`src/rtl/msp_pkg.sv`:
```
// msp_pkg: payload types, status codes, stage records and the exp2 table
// function of the masked scaled power unit
// no dependencies
package msp_pkg;

  // status codes of a result
  localparam logic [1:0] StComputed  = 2'd0;
  localparam logic [1:0] StPassed    = 2'd1;
  localparam logic [1:0] StSaturated = 2'd2;
  localparam logic [1:0] StZero      = 2'd3;

  // configuration register indexes
  localparam logic CfgScale    = 1'b0;
  localparam logic CfgExponent = 1'b1;

  localparam int LogFracBits = 20;
  localparam int MantBits    = 30;
  localparam logic [31:0] MaxOut = 32'hFFFF_FFFF;

  typedef struct packed {
    logic [31:0] sample_value;
    logic        skip;
  } in_t;

  typedef struct packed {
    logic [31:0] powered_value;
    logic [1:0]  status;
  } out_t;

  // early result that rides along the pipe instead of the computed one
  typedef struct packed {
    logic        byp;
    logic [31:0] val;
    logic [1:0]  st;
  } side_t;

  // log2 stage record: mantissa Q1.30, exponent k-32, fraction so far
  typedef struct packed {
    logic [30:0] m;
    logic [6:0]  k;
    logic [19:0] frac;
    side_t       side;
  } log_t;

  // exp2 stage record: mantissa Q1.30, integer part, fraction bits
  typedef struct packed {
    logic [30:0] m;
    logic [10:0] n;
    logic [19:0] f;
    side_t       side;
  } exp_t;

  // integer square root, used only on constants
  function automatic logic [63:0] isqrt64(input logic [63:0] v);
    logic [63:0] res;
    logic [63:0] b;
    logic [63:0] r;
    res = '0;
    b   = 64'd1 << 62;
    r   = v;
    for (int j = 0; j < 32; j++) begin
      if (r >= res + b) begin
        r   = r - (res + b);
        res = (res >> 1) + b;
      end else begin
        res = res >> 1;
      end
      b = b >> 2;
    end
    return res;
  endfunction

  // 2^(2^-i) in Q1.30 built by repeated square roots of 2.0
  function automatic logic [30:0] exp_tab(input int i);
    logic [63:0] t;
    t = 64'd1 << (MantBits + 1);
    for (int j = 1; j <= i; j++) begin
      t = isqrt64(t << MantBits);
    end
    return t[30:0];
  endfunction

endpackage

```
`src/rtl/msp_log_stage.sv`:
```
// msp_log_stage: one squaring step of the log2 fraction, one result bit
// depends on msp_pkg
module msp_log_stage import msp_pkg::*; (
  input  logic clk_i,
  input  logic rst_ni,
  input  logic en_i,
  input  logic valid_i,
  input  log_t data_i,
  output logic valid_o,
  output log_t data_o
);

  logic        valid_q;
  log_t        data_q;
  log_t        data_d;
  logic [61:0] sq;
  logic [31:0] s;

  // square the mantissa and renormalise into [1,2)
  always_comb begin
    sq     = 62'(data_i.m) * 62'(data_i.m);
    s      = sq[61:30];
    data_d = data_i;
    data_d.m    = s[31] ? s[31:1] : s[30:0];
    data_d.frac = {data_i.frac[18:0], s[31]};
  end

  always_ff @(posedge clk_i or negedge rst_ni) begin
    if (!rst_ni) begin
      valid_q <= 1'b0;
    end else if (en_i) begin
      valid_q <= valid_i;
    end
  end

  always_ff @(posedge clk_i) begin
    if (en_i) begin
      data_q <= data_d;
    end
  end

  assign valid_o = valid_q;
  assign data_o  = data_q;

endmodule

```
`config.mk`:
```
export PLATFORM = sky130hd
export DESIGN_NAME = msp_log_stage
export DESIGN_NICKNAME = d
export VERILOG_FILES = /design/src/rtl/msp_pkg.sv /design/src/rtl/msp_log_stage.sv
export SDC_FILE = /design/constraint.sdc
export NUM_CORES = 2
export LEC_CHECK = 0
export BUFFER_PORTS_ARGS = -buffer_cell sky130_fd_sc_hd__buf_2
export CELL_PAD_IN_SITES_DETAIL_PLACEMENT = 0
export CELL_PAD_IN_SITES_GLOBAL_PLACEMENT = 1
export CORE_ASPECT_RATIO = 1.4
export CORE_MARGIN = 1.5
export CORE_UTILIZATION = 35
export DETAILED_ROUTE_END_ITERATION = 12
export PLACE_DENSITY_LB_ADDON = 0.12
export SYNTH_ARGS = -nofsm -noshare
export SYNTH_HDL_FRONTEND = slang
export SYNTH_SLANG_ARGS = --single-unit
```
`constraint.sdc`:
```
create_clock -name clk_i -period 1.5 [get_ports clk_i]
set_clock_uncertainty 0.2 [all_clocks]
set_input_delay 0.3 -clock clk_i [delete_from_list [all_inputs] [get_ports clk_i]]
set_output_delay 0.3 -clock clk_i [all_outputs]
set_load 0.01 [all_outputs]
```
======== Word-level counts from Yosys, hierarchy flattened ========
Cells that the tools add are included.
storage, ports and cells
  register bits ........................... 94
  latch bits .............................. 0
  RAM bits ................................ 0
  bits in read-only memories .............. 0
  bits of input ports ..................... 97
  output and inout port bits .............. 94
  memories kept ........................... 0
cells by class
  add/subtract/negate cells ............... 0
  $mul .................................... 1
  divide/modulo/power cells ............... 0
  $lt $le $gt $ge ......................... 0
  eq/ne operators ......................... 0
  shift-type cells ........................ 0
  muxes and demuxes ....................... 1
  bitwise logic cells ..................... 0
  reduce and logical (&&, ||, !) cells .... 0
operators with widths
  cell                                            count
  31-bit by 31-bit multiplier with 62-bit output  1
  30-bit 2-to-1 mux                               1

======== Logic depth before layout (Yosys ltp) ========
  depth after elaboration ................. 2
  mapped depth ............................ 30

======== Worst setup path before layout ========
OpenSTA, ideal clock, no wires.
  path type ............................... input to register
  start point ............................. in data_i[69] in the netlist's numbering
  end point ............................... reg data_q (netlist bit data_o[63]), data pin
  setup time .............................. 260 ps
  arrival ................................. 7298 ps
  required time ........................... 1040 ps
  slack ................................... -6258 ps
  stages on the path ...................... 27
  buffers on the path ..................... 3
  path through ............................ clkbuf_1 clkbuf_1 nand2_1 inv_1 fa_1 fa_1 fa_1 inv_1 fa_1 inv_1 fa_1 fa_1 fa_1 inv_1 fa_1 inv_1 ha_1 a21o_1 nor2_1 o221a_2 o32a_2 nand4_2 a2111oi_4 nor3b_2 nor2_2 buf_6 mux2_4
RTL lines
  what                  line                 RTL
  start, declared       msp_log_stage.sv:8   input log_t data_i,
  end signal, assigned  msp_log_stage.sv:38  data_q <= data_d;
  end, declared         msp_log_stage.sv:14  log_t data_q;

==> summary.md <==
| Metric | Value |
|---|---|
| Layout cells sized above 1 | `around 27%` |
| I/O Buffers | `189` |
| Crit path launch type | `input port` |
| Cell Rows | `around 130` |
| Seq/Total Area, Yosys | `a little under a tenth` |
| Top_reg_cell synth | `edfxtp_1` |
| R2R Path End | `valid_o` |
| Final period util | `503.0%` |
| Syn avg cell area | `between 9 and 10 sq um` |
| Initial Util | `a little over a third` |
| Leading area contributor after synthesis | `fa_1` |
| YS warnings | `0` |
| Hold Violations, Final | `0` |
| Clk slew on worst S/H paths | `about 0.060 ns` |
| Gate Count Post-Synth | `3023` |
| Setup crit end | `data_o[71]` |
| RSZ-0062 raised after global routing | `true` |
| Worst hold path type | `in2reg` |
| Final WS setup | `-6.045 ns` |
| Tmin final | `7.545 ns` |
| Total track usage | `22.36%` |
| Clk_lat worst skew | `about 0.33 ns` |
| Number of DRC violations after detailed routing | `0` |
| First-pass GRT wire length | `~150000 um` |
| Most common cell in the netlist | `inv_1` |
| Core Region | `0.08549 sq mm` |
| Worst R2R Setup Slack | `0.54 ns` |
| Top-area cell type share of the netlist area | `~50%` |
| Clock tree buffer depth | `2` |
| Die H | `350.1 um` |
| CTS tree | `yes` |
| # setup viols final | `32` |
| Via count | `around 23000` |
| Initial antenna violation count | `1` |
| Number of max-cap violations | `0` |
| Largest net degree at the start of global routing | `32` |
| Half-perimeter wire length after placement | `slightly above 80000 um` |
| Fmax | `0.1325 GHz` |
| Area delta synth->final | `30.37%` |
| Crit end category | `flop` |
| Slew Limit Fails | `0` |
| H-tree depth | `3` |
| Post-synth top cells | `inv_1 (911), fa_1 (747), nand2_1 (302)` |
| Crit. Startpoint | `data_i[71]` |
| IO Pins | `between 150 and 200` |
| Antenna-violating nets left | `0` |
| Failing checks | `negative setup slack` |
| Syn nets | `4136` |
| Root Driver | `clkbuf_16` |
| Routability Congestion | `just under 0.9` |
| Synth area leaders | `fa_1 (50%), inv_1 (11%), ha_1 (11%)` |
| Cells on worst reg2reg path | `1` |
| Final hold slack | `0.01442 ns` |
| Finished Cell Area | `between 0.03 and 0.04 sq mm` |
| Total die area | `about 0.088 sq mm` |
| Slew HR | `61.36%` |
| Worst slack at placement | `-6.762 ns` |
| DRT Pass-1 Iters | `5` |
| Final #Nets | `slightly below 5000` |
| Post-DP Area | `~0.037 sq mm` |
| Yosys reg bits | `94` |
| Via/cell ratio | `4.615` |
| DR iter-0 viols | `777` |
| CP Data Arrival Time | `around 7.4 ns` |
| CTS Sinks | `94` |
| Vias in the first global route | `about 27000` |
| Final wirelength | `between 90000 and 100000 um` |
| R2R Path Start | `valid_o` |
| Worst slew pin tran | `about 0.58 ns` |
| WL per Instance | `just under 20 um` |
| FFs w/ async S/R, synth | `between 1 and 1.5%` |
| Cts bufs inserted | `9` |
| GRT overflow | `0` |
| Number of flops mapped to enable cells by yosys | `between 90 and 100` |
| Req. time, crit path | `1.38 ns` |
| Library cells used by synthesis | `73` |
| Worst Path Class, Setup | `in2reg` |
| Worst-path fanout max | `15` |
| Syn Std Cell Area | `0.03013 sq mm` |
| Status | `finished, violations left` |
| Die width | `approximately 250 um` |
==> metal layers <==
| metal | wire (um) | GRT usage [%] | vias up |
|---|---|---|---|
| li1 | - | - | 10340 |
| met1 | 32490 | 23.07 | 11730 |
| met2 | 56940 | 47.23 | 322 |
| met3 | 1897 | 1.380 | 112 |
| met4 | 3205 | 6.368 | 0 |
| met5 | 0 | 0 | - |
==> registers in the layout (all words and copies together) (netlist names) <==
name / cells
valid_o: 1
data_o: 93
==> cells in the final DEF (no fill, tap or decap), types with 9 or more instances in the layout <==
cell type,count
o211ai_1,9
fa_2,38
nand2_2,20
inv_2,23
buf_6,27
and2_4,20
mux2i_1,14
a21o_1,14
ha_1,251
a21oi_1,45
buf_2,158
xnor2_1,34
ha_4,17
nor2_1,48
clkbuf_16,10
fa_1,709
nand3_1,9
dlygate4sd3_1,62
o21ai_0,21
mux2_4,11
edfxtp_1,93
nand4_1,15
buf_12,43
inv_1,887
a21oi_2,16
xor2_1,25
buf_4,537
nand2_1,275
and2_1,167
==> worst max-delay path: stages <==
cell and delay (ns):
buf_8 0.14, buf_4 0.14, and2_1 0.14, fa_1 0.53, inv_1 0.08, fa_1 0.58, fa_2 0.47, fa_1 0.52
inv_1 0.05, fa_1 0.57, fa_1 0.44, fa_2 0.60, fa_1 0.47, ha_4 0.26, a21oi_4 0.14, o21ai_2 0.08
a21oi_2 0.14, buf_4 0.14, o31ai_4 0.08, o211ai_4 0.12, nand4_4 0.13, a2111oi_4 0.44, nor3b_2 0.12, nor2_4 0.21
clkbuf_16 0.20, mux2_4 0.29
==> cell type report <==
| type | instances | area (sq um) |
|---|---|---|
| fill | 8324 | 46210 |
| multi-input combinational | 1910 | 24340 |
| timing repair buffer | 848 | 7033 |
| inverter | 912 | 3427 |
| sequential | 94 | 2818 |
| tap | 1096 | 1371 |
| clock buffer | 9 | 225.2 |
| clock inverter | 6 | 62.56 |
| antenna | 1 | 2.502 |
==> how the worst min path moves through the flow <==
stage,depth (start not counted),endpoint,startpoint,slack (ns)
2_1_floorplan,0,valid_o,rst_ni,-0.20
3_3_place_gp,1,valid_o,rst_ni,-0.13
3_5_place_dp,1,valid_o,rst_ni,-0.12
4_1_cts,2,valid_o,valid_i,0.004
5_1_grt,2,valid_o,valid_i,0.01
6_report,2,valid_o,valid_i,0.01
==> kinds of logic (layout without fill, tap and decap cells) <==
group | Yosys count | in the layout | synth area share (%)
buf+inv | 1019 | 1775 | 12.80
fa+ha+maj | 1016 | 1016 | 60.81
simple gates | 617 | 617 | 9.826
compound gates | 183 | 183 | 4.166
flops | 94 | 94 | 9.353
xor+xnor | 62 | 62 | 1.802
mux | 32 | 32 | 1.242
other cells | 0 | 1 | 0
==> through the flow <==
step | setup TNS [ns] | util (%) | cells
detailed placement | -214.17 | 43.21 | 4763
global placement | -211.44 | 43.21 | 4763
CTS | -189.41 | 45.65 | 4873
floorplan | -184.06 | - | 3023
finish | -190.60 | 45.94 | 4876
global route | -196.37 | 45.94 | 4875
==> repair_timing <==
item / CTS / global route
pin swaps: 88 / 44
setup buffers: 27 / 4
resized for setup: 218 / 62
endpoints found under the setup margin: 32 / 32
hold endpoints to repair: 62 / 0
hold buffers: 62 / 0
gates cloned: 9 / 0
Power is not shown: default switching activity piles up to over one toggle a cycle in this logic, so the estimate is an artifact.
