`src/rtl/msp_pkg.sv`:
```
// msp_pkg: payload types, status codes, stage records and the exp2 table
// function of the masked scaled power unit
// no dependencies
package msp_pkg;

  // status codes of a result
  localparam logic [1:0] StComputed  = 2'd0;
  localparam logic [1:0] StPassed    = 2'd1;
  localparam logic [1:0] StSaturated = 2'd2;
  localparam logic [1:0] StZero      = 2'd3;

  // configuration register indexes
  localparam logic CfgScale    = 1'b0;
  localparam logic CfgExponent = 1'b1;

  localparam int LogFracBits = 20;
  localparam int MantBits    = 30;
  localparam logic [31:0] MaxOut = 32'hFFFF_FFFF;

  typedef struct packed {
    logic [31:0] sample_value;
    logic        skip;
  } in_t;

  typedef struct packed {
    logic [31:0] powered_value;
    logic [1:0]  status;
  } out_t;

  // early result that rides along the pipe instead of the computed one
  typedef struct packed {
    logic        byp;
    logic [31:0] val;
    logic [1:0]  st;
  } side_t;

  // log2 stage record: mantissa Q1.30, exponent k-32, fraction so far
  typedef struct packed {
    logic [30:0] m;
    logic [6:0]  k;
    logic [19:0] frac;
    side_t       side;
  } log_t;

  // exp2 stage record: mantissa Q1.30, integer part, fraction bits
  typedef struct packed {
    logic [30:0] m;
    logic [10:0] n;
    logic [19:0] f;
    side_t       side;
  } exp_t;

  // integer square root, used only on constants
  function automatic logic [63:0] isqrt64(input logic [63:0] v);
    logic [63:0] res;
    logic [63:0] b;
    logic [63:0] r;
    res = '0;
    b   = 64'd1 << 62;
    r   = v;
    for (int j = 0; j < 32; j++) begin
      if (r >= res + b) begin
        r   = r - (res + b);
        res = (res >> 1) + b;
      end else begin
        res = res >> 1;
      end
      b = b >> 2;
    end
    return res;
  endfunction

  // 2^(2^-i) in Q1.30 built by repeated square roots of 2.0
  function automatic logic [30:0] exp_tab(input int i);
    logic [63:0] t;
    t = 64'd1 << (MantBits + 1);
    for (int j = 1; j <= i; j++) begin
      t = isqrt64(t << MantBits);
    end
    return t[30:0];
  endfunction

endpackage

```
`src/rtl/msp_exp_stage.sv`:
```
// msp_exp_stage: one conditional multiply by 2^(2^-IDX) of the exp2 build
// depends on msp_pkg
module msp_exp_stage import msp_pkg::*; #(
  parameter int IDX = 1
) (
  input  logic clk_i,
  input  logic rst_ni,
  input  logic en_i,
  input  logic valid_i,
  input  exp_t data_i,
  output logic valid_o,
  output exp_t data_o
);

  localparam logic [30:0] Tab = exp_tab(IDX);

  logic        valid_q;
  exp_t        data_q;
  exp_t        data_d;
  logic [61:0] pr;

  // multiply in the table entry when its fraction bit is set
  always_comb begin
    pr     = 62'(data_i.m) * 62'(Tab);
    data_d = data_i;
    if (data_i.f[LogFracBits - IDX]) begin
      data_d.m = pr[60:30];
    end
  end

  always_ff @(posedge clk_i or negedge rst_ni) begin
    if (!rst_ni) begin
      valid_q <= 1'b0;
    end else if (en_i) begin
      valid_q <= valid_i;
    end
  end

  always_ff @(posedge clk_i) begin
    if (en_i) begin
      data_q <= data_d;
    end
  end

  assign valid_o = valid_q;
  assign data_o  = data_q;

endmodule

```
`config.mk`:
```
export PLATFORM = sky130hd
export DESIGN_NAME = msp_exp_stage
export DESIGN_NICKNAME = d
export VERILOG_FILES = /design/src/rtl/msp_pkg.sv /design/src/rtl/msp_exp_stage.sv
export SDC_FILE = /design/constraint.sdc
export NUM_CORES = 1
export LEC_CHECK = 0
export ABC_AREA = 0
export BUFFER_PORTS_ARGS = -buffer_cell sky130_fd_sc_hd__buf_2
export CORE_UTILIZATION = 40
export DETAILED_ROUTE_END_ITERATION = 10
export PLACE_DENSITY = 0.65
export SLEW_MARGIN = 10
export SYNTH_ARGS = -nofsm -noshare
export SYNTH_HDL_FRONTEND = slang
export SYNTH_SLANG_ARGS = --single-unit
```
`constraint.sdc`:
```
create_clock -name clk_i -period 1.95 [get_ports clk_i]
set_input_delay 0.2925 -clock clk_i [delete_from_list [all_inputs] [get_ports clk_i]]
set_output_delay 0.2925 -clock clk_i [all_outputs]
set_load 0.005 [all_outputs]
```
======== Word-level counts from Yosys, hierarchy flattened ========
Index checks and enable logic that the tools add are counted.
cells by class
  muxes and demuxes ....................... 1
  multipliers ............................. 1
operators with widths
  kind                      count
  $mul A31 B31 Y61 const B  1
  $mux W31                  1
word-level totals
  logic and storage cells ................. 9
  flip-flop bits (word level) ............. 98

======== Depth between registers and ports, before layout ========
Gate-level depths: netlist of run 1.
  word-level depth ........................ 2
  gate-level depth with buffers ........... 25
  depth with buffers taken out ............ 24

======== Worst setup path after synthesis of run 1 ========
No wires, ideal clock.
  path kind ............................... input to register
  from .................................... input port data_i[85] (netlist name)
  to ...................................... register data_q (netlist bit data_o[96]) (data pin)
  stages .................................. 24
  path buffers ............................ 0
  setup slack ............................. -4.577 ns
  arrival time ............................ 6.268 ns
  required time ........................... 1.691 ns
  cells stage by stage .................... ha_1 inv_1 fa_1 fa_1 inv_1 fa_1 inv_1 fa_1 inv_1 fa_1 fa_1 inv_1 fa_1 inv_1 ha_1 a21o_1 a21o_1 a21oi_1 o211ai_1 a2111oi_2 a21o_1 a2111oi_4 o21a_1 o31a_1
RTL lines
  element               line                 source
  from (decl)           msp_exp_stage.sv:10  input exp_t data_i,
  to (signal assigned)  msp_exp_stage.sv:41  data_q <= data_d;
  to (decl)             msp_exp_stage.sv:18  exp_t data_q;

==> metrics.md, run 1 <==
| Metric | Value |
|---|---|
| Starting Density | `40.41%` |
| Vias | `approximately 15000` |
| Initial drt markers | `about 720` |
| Number of flops mapped to enable cells by yosys | `97` |
| FF-to-FF End | `valid_o` |
| Min-Delay Startpoint | `data_i[12]` |
| Max-cap violations | `0` |
| I/O Buffers | `198` |
| CP startpoint | `data_i[94]` |
| Routed length on met3 | `a little over 2 mm` |
| Fin. max-slew vios | `0` |
| Most used cell along the critical path | `buf_4` |
| Hold endpoint | `data_o[12]` |
| Die height | `~220 um` |
| Violated checks | `negative setup slack` |
| Core ar. | `roughly 0.049 mm^2` |
| TritonCTS clock tree | `built` |
| Clk Latency, worst-skew pair | `between 0.3 and 0.4 ns` |
| Syn Area/Cell | `10.91 um^2` |
| RSZ-0062 raised after global routing | `true` |
| Slew margin rel. | `70.18%` |
| Peak Freq | `about 0.16 GHz` |
| Worst-path clk slew | `approximately 0.070 ns` |
| Share of synthesized registers carrying an async set or reset | `1.020%` |
| First-pass GRT wire length | `a little over 90 mm` |
| Diode count | `0` |
| Detailed Route WL | `59.16 mm` |
| Worst r2r src | `valid_o` |
| Setup CP Type | `in -> reg` |
| GR Overflow Total | `0` |
| Hold Path Depth | `1` |
| CTS max path bufs | `2` |
| Syn Std Cell Area | `approximately 0.020 mm^2` |
| Die Width | `roughly 220 um` |
| DRC Markers | `0` |
| Initial antenna violation count | `0` |
| Die area | `roughly 0.05 mm^2` |
| Final setup margin | `-4.462 ns` |
| Hold WC Path Type | `in -> reg` |
| R2R depth | `1` |
| Vias per inst | `4.909` |
| Worst Path Arrival | `approximately 6.5 ns` |
| GPL Wtd Cong | `roughly 0.94` |
| Synth Net Count | `2653` |
| Reg2reg setup slack | `around 1.2 ns` |
| Slowest stage delay, CP | `roughly 0.57 ns` |
| H-tree Lvls | `3` |
| Number of buffers created by CTS | `9` |
| Worst-Margin Slew | `0.4435 ns` |
| First drt pass iteration count | `7` |
| HPWL Detailed | `just over 50 mm` |
| Status | `finished with violations` |
| Sequential area share after synthesis | `between 10% and 20%` |
| Site row count | `between 80 and 90` |
| Fill cells | `about 4300` |
| Final ANT Viol Nets | `0` |
| Most used DFF post-synth | `edfxtp_1` |
| Cells after synthesis | `between 1500 and 2000` |
| Final Non-Filler Cells | `around 3000` |
| Met1 wire length | `around 26 mm` |
| # setup viols final | `31` |
| Slowest-stage cell, CP | `fa_2` |
| Startpoint types | `input port` |
| Nets | `3191` |
| I/O Pins | `about 200` |
| Req. time, crit path | `~2 ns` |
| Final hold vios | `0` |
| DR top layer | `met4` |
| Largest net degree at the start of global routing | `52` |
| Final Cycle Share | `328.8%` |
| Crit Path Max Fanout | `5` |
| Clock Sinks | `98` |
| Placed cells | `~3000` |
| Layout cell share with drive strength beyond 1 | `between 30% and 40%` |
| Skew final | `0 ns` |
| Synthesized flop and latch total | `98` |
| Global Route Usage Sum | `24.05%` |
| Final period demand of the worst path | `roughly 6.4 ns` |
| Routed met2 length | `approximately 30 mm` |
| Root buffer cell | `clkbuf_16` |
| Syn-to-layout area delta | `32.99%` |
| YS warnings | `0` |
| Number of global-route vias before repair | `around 17000` |
| CP endpoint kind | `register` |
| Synth cell types | `just under 80` |
| WL per Instance | `between 15 and 20 um` |
## area by class of cell
class / instances / area (um^2) / area share, %
well taps: 664 / 830.8 / 3.165
multi-input cells: 1152 / 16220 / 61.78
clock buffers: 12 / 246.5 / 0.9390
clock inverters: 4 / 27.53 / 0.1049
inverters: 544 / 2047 / 7.798
flip-flops and latches: 98 / 2938 / 11.19
repair buffers: 542 / 3944 / 15.02
## per-stage QoR
stage          hold slack [ns]  utilization, %  worst slack [ns]  TNS, ns  area (um^2)
3_5_place_dp           0.07164           50.05            -5.039  -148.61        24450
2_1_floorplan        -0.003091               -            -4.418  -126.69        20310
6_report                0.1130           53.73            -4.462  -131.32        26250
5_1_grt                0.09586           53.73            -4.642  -136.87        26250
3_3_place_gp           0.06842           50.05            -4.957  -147.07        24450
4_1_cts                0.09820           52.51            -4.380  -129.64        25650
## critical path: cells and delay by family
kind | cells | cell delay, ns
compound gates | 7 | 1.35
buf+inv | 9 | 0.99
fa+ha+maj | 9 | 3.85
## Yosys cell counts (3+ instances only)
cell type / n / area [um^2]
nand2_1: 35 / 131.4
nand2b_1: 5 / 31.28
a21o_2: 4 / 35.03
nand4_1: 10 / 62.56
a31oi_1: 7 / 43.79
a211oi_1: 5 / 37.54
o21ai_0: 27 / 135.1
o311ai_0: 3 / 26.28
o211ai_1: 3 / 22.52
o31ai_1: 8 / 60.06
nand3_1: 13 / 65.06
nor3_1: 8 / 40.04
clkbuf_1: 3 / 11.26
nor2b_1: 7 / 43.79
xnor2_1: 20 / 175.2
xor2_1: 28 / 245.2
nor2_1: 27 / 101.4
inv_1: 544 / 2042
a21o_1: 48 / 360.4
o21bai_1: 3 / 22.52
nor3b_1: 3 / 22.52
and3_2: 3 / 22.52
mux2_2: 18 / 202.7
ha_1: 413 / 5167
and2_1: 9 / 56.30
fa_1: 330 / 6606
o21a_1: 4 / 30.03
a21oi_1: 48 / 240.2
and3_1: 7 / 43.79
clkbuf_8: 5 / 68.82
edfxtp_1: 97 / 2913
## flip-flops by register name (all words and copies together) (netlist names)
| register | cells |
|---|---|
| data_o | 97 |
| valid_o | 1 |
## per-layer routing
metal	up-vias	GRT usage, %
li1	6852	-
met3	84	1.679
met1	7529	31.39
met4	0	6.827
met2	341	42.73
met5	-	0
## logic make-up (layout without fill, tap and decap cells)
| kind of cell | count (synthesis) | after routing | share of synthesized area (%) |
|---|---|---|---|
| adders and majority gates | 743 | 743 | 59.65 |
| buffers and inverters | 559 | 1102 | 11.06 |
| AOI/OAI and AO/OA | 194 | 194 | 7.075 |
| and+or+nand+nor | 147 | 147 | 4.070 |
| DFF | 98 | 98 | 14.88 |
| xor gates and xnor gates | 48 | 48 | 2.130 |
| muxes | 20 | 20 | 1.128 |
## placed cells by master (no fill, tap or decap), types with 29 or more instances in the layout
cell type,instances
ha_4,67
fa_2,31
nand2_1,32
buf_4,324
edfxtp_1,97
inv_1,517
fa_1,299
ha_1,342
buf_6,32
buf_2,170
a21oi_1,29
a21o_1,47
## timing repair
item	CTS	global route
gates resized for setup	175	99
buffers inserted	10	22
endpoints found under the hold margin	1	0
pin swaps	105	107
hold buffers	1	0
endpoints found under the setup margin	31	31
## worst max path at each step
| stage | slack [ns] | to |
|---|---|---|
| 2_1_floorplan | -4.42 | data_o[96] |
| 3_3_place_gp | -4.96 | data_o[90] |
| 3_5_place_dp | -5.04 | data_o[90] |
| 4_1_cts | -4.38 | data_o[89] |
| 5_1_grt | -4.64 | data_o[92] |
| 6_report | -4.46 | data_o[93] |
Power of run 1 is left out: the tool's default activity adds up to more than one toggle a clock period on the data nets, which glitch-free logic cannot reach.
==> run 2, diff against run 1 <==
Settings changed: GPL_ROUTABILITY_DRIVEN set to 0, SETUP_SLACK_MARGIN set to 0.4.
==> metrics.md, run 2 (synthesized netlist as in run 1, its figures left out) <==
| Metric | Value |
|---|---|
| Status | `finished with violations` |
| Violated checks | `negative setup slack` |
| CP startpoint | `data_i[86]` |
| HPWL Detailed | `50.98 mm (-1.4%)` |
| Setup crit end | `data_o[96]` |
| Slowest stage delay, CP | `0.53 ns (-0.04 ns)` |
| Number of buffers created by CTS | `9 (unchanged)` |
| Largest register FFs | `97 (unchanged)` |
| DR top layer | `met4` |
| Worst-path clk slew | `0.07 ns (about the same)` |
| Peak Freq | `0.1569 GHz (+0.59%)` |
| Die Width | `224.1 um (unchanged)` |
| Fin. max-slew vios | `0 (unchanged)` |
| Req. time, crit path | `2.06 ns (+0.03 ns)` |
| CP endpoint kind | `register` |
| Routed length on met3 | `2.011 mm (-2.5%)` |
| Setup CP Type | `in -> reg` |
| H-tree Lvls | `3 (unchanged)` |
| Final period demand of the worst path | `6.374 ns (-0.03792 ns)` |
| Site row count | `81 (unchanged)` |
| CP bufs+invs | `8 (-1)` |
| Worst r2r src | `valid_o` |
| I/O Pins | `199 (unchanged)` |
| First-pass GRT wire length | `90.42 mm (-0.62%)` |
| DRC Markers | `0 (unchanged)` |
| Die area | `0.05024 mm^2 (unchanged)` |
| I/O Buffers | `198 (unchanged)` |
| Detailed Route WL | `57.98 mm (-2.0%)` |
| RSZ-0062 raised after global routing | `true` |
| CTS max path bufs | `2 (unchanged)` |
| Clk Latency, worst-skew pair | `0.35 ns (about the same)` |
| Diode count | `0 (unchanged)` |
| Placed inst area | `0.02435 mm^2 (-0.42%)` |
| Startpoint types | `input port` |
| R2R depth | `1 (unchanged)` |
| FF-to-FF End | `valid_o` |
| Final setup margin | `-4.424 ns (+0.03792 ns)` |
| CP Depth | `26 (+4.0%)` |
| Commonest non-fill, non-tap cell in the layout | `inv_1` |
| Crit Path Max Fanout | `4 (-1)` |
| Initial antenna violation count | `0 (unchanged)` |
| Number of global-route vias before repair | `16470 (-0.67%)` |
| Vias | `14810 (+0.034%)` |
| Met1 wire length | `25.45 mm (-0.48%)` |
| Nets | `3185 (-0.19%)` |
| Max-cap violations | `0 (unchanged)` |
| TritonCTS clock tree | `built` |
| Initial drt markers | `761 (+5.4%)` |
| Reg2reg setup slack | `1.19 ns (about the same)` |
| Root buffer cell | `clkbuf_16` |
| GR Overflow Total | `0 (unchanged)` |
| Final ANT Viol Nets | `0 (unchanged)` |
| Hold WC Path Type | `in -> reg` |
| Final Cycle Share | `326.9% (-1.9 points)` |
| Slowest-stage cell, CP | `fa_1` |
| Slew margin rel. | `64.48% (-5.7 points)` |
| Starting Density | `40.41% (unchanged)` |
| Vias per inst | `4.921 (+0.23%)` |
| Core ar. | `0.04885 mm^2 (unchanged)` |
| Most frequent cells in the layout | `inv_1, ha_1, buf_4` |
| WL per Instance | `19.26 um (-1.8%)` |
| First drt pass iteration count | `5 (-2)` |
| Syn-to-layout area delta | `32.28%` |
| Die height | `224.1 um (unchanged)` |
| Layout cell share with drive strength beyond 1 | `33.63% (-0.98 points)` |
| Post-route cell area | `0.02611 mm^2 (-0.53%)` |
| Worst Path Arrival | `6.48 ns (about the same)` |
| Worst-Margin Slew | `0.5322 ns (+0.08870 ns)` |
| Final hold vios | `0 (unchanged)` |
| Largest net degree at the start of global routing | `65 (+25%)` |
| Most used cell along the critical path | `fa_1` |
| Largest delay share family, worst path | `adder cells` |
| Skew final | `0 ns (unchanged)` |
| # setup viols final | `31 (unchanged)` |
| Clock Sinks | `98 (unchanged)` |
| Global Route Usage Sum | `23.80% (-0.26 points)` |
| Routed met2 length | `28.73 mm (-2.9%)` |
| Hold Path Depth | `1 (unchanged)` |
## run 2: cell types whose count changed in the layout (fill, tap and decap cells not counted), moves of 5 or more
| cell | before | now |
|---|---|---|
| buf_4 | 324 | 317 |
| fa_1 | 299 | 309 |
| fa_2 | 31 | 21 |
| ha_1 | 342 | 348 |
| ha_4 | 67 | 62 |
| inv_1 | 517 | 522 |
| mux2_2 | 1 | 6 |
| mux2_4 | 17 | 12 |
## run 2: cell type report
class	count	area (um^2)
well taps	664	830.8
repair buffers	536	3882
inverters	544	2042
multi-input cells	1152	16080
clock inverters	7	106.4
fillers	4266	22740
clock buffers	9	225.2
flip-flops and latches	98	2938
## run 2: worst min path at each step
stage	slack, ns	from	endpoint
5_1_grt	0.1	data_i[55]	data_o[55]
3_5_place_dp	0.07	rst_ni	valid_o
3_3_place_gp	0.07	rst_ni	valid_o
6_report	0.11	data_i[60]	data_o[60]
2_1_floorplan	-0.003	rst_ni	valid_o
4_1_cts	0.1	data_i[60]	data_o[60]
## run 2: what timing repair did
| action | in CTS | in global routing |
|---|---|---|
| gates cloned | 0 | 0 |
| buffers inserted | 22 | 10 |
| hold buffers | 1 | 0 |
| pin swaps | 103 | 25 |
| resized for setup | 195 | 43 |
| hold endpoints to repair | 1 | 0 |
| endpoints found under the setup margin | 31 | 31 |
## run 2: layer usage
metal,GRT usage [%],vias to the layer above
met5,0,-
met4,6.695,0
met3,1.744,79
met2,41.81,313
met1,31.42,7570
li1,-,6849
## run 2: per-stage QoR
step | worst slack, ns | utilization, % | TNS [ns] | cells | hold WS [ns]
finish | -4.424 | 53.45 | -130.91 | 3010 | 0.1108
floorplan | -4.418 | - | -126.69 | 1809 | -0.003091
CTS | -4.384 | 52.84 | -128.48 | 3000 | 0.09703
global route | -4.565 | 53.45 | -136.16 | 3010 | 0.09650
global placement | -4.910 | 49.84 | -146.15 | 2961 | 0.06771
detailed placement | -4.982 | 49.84 | -147.93 | 2961 | 0.06754
Power of run 2 is left out for the same reason.
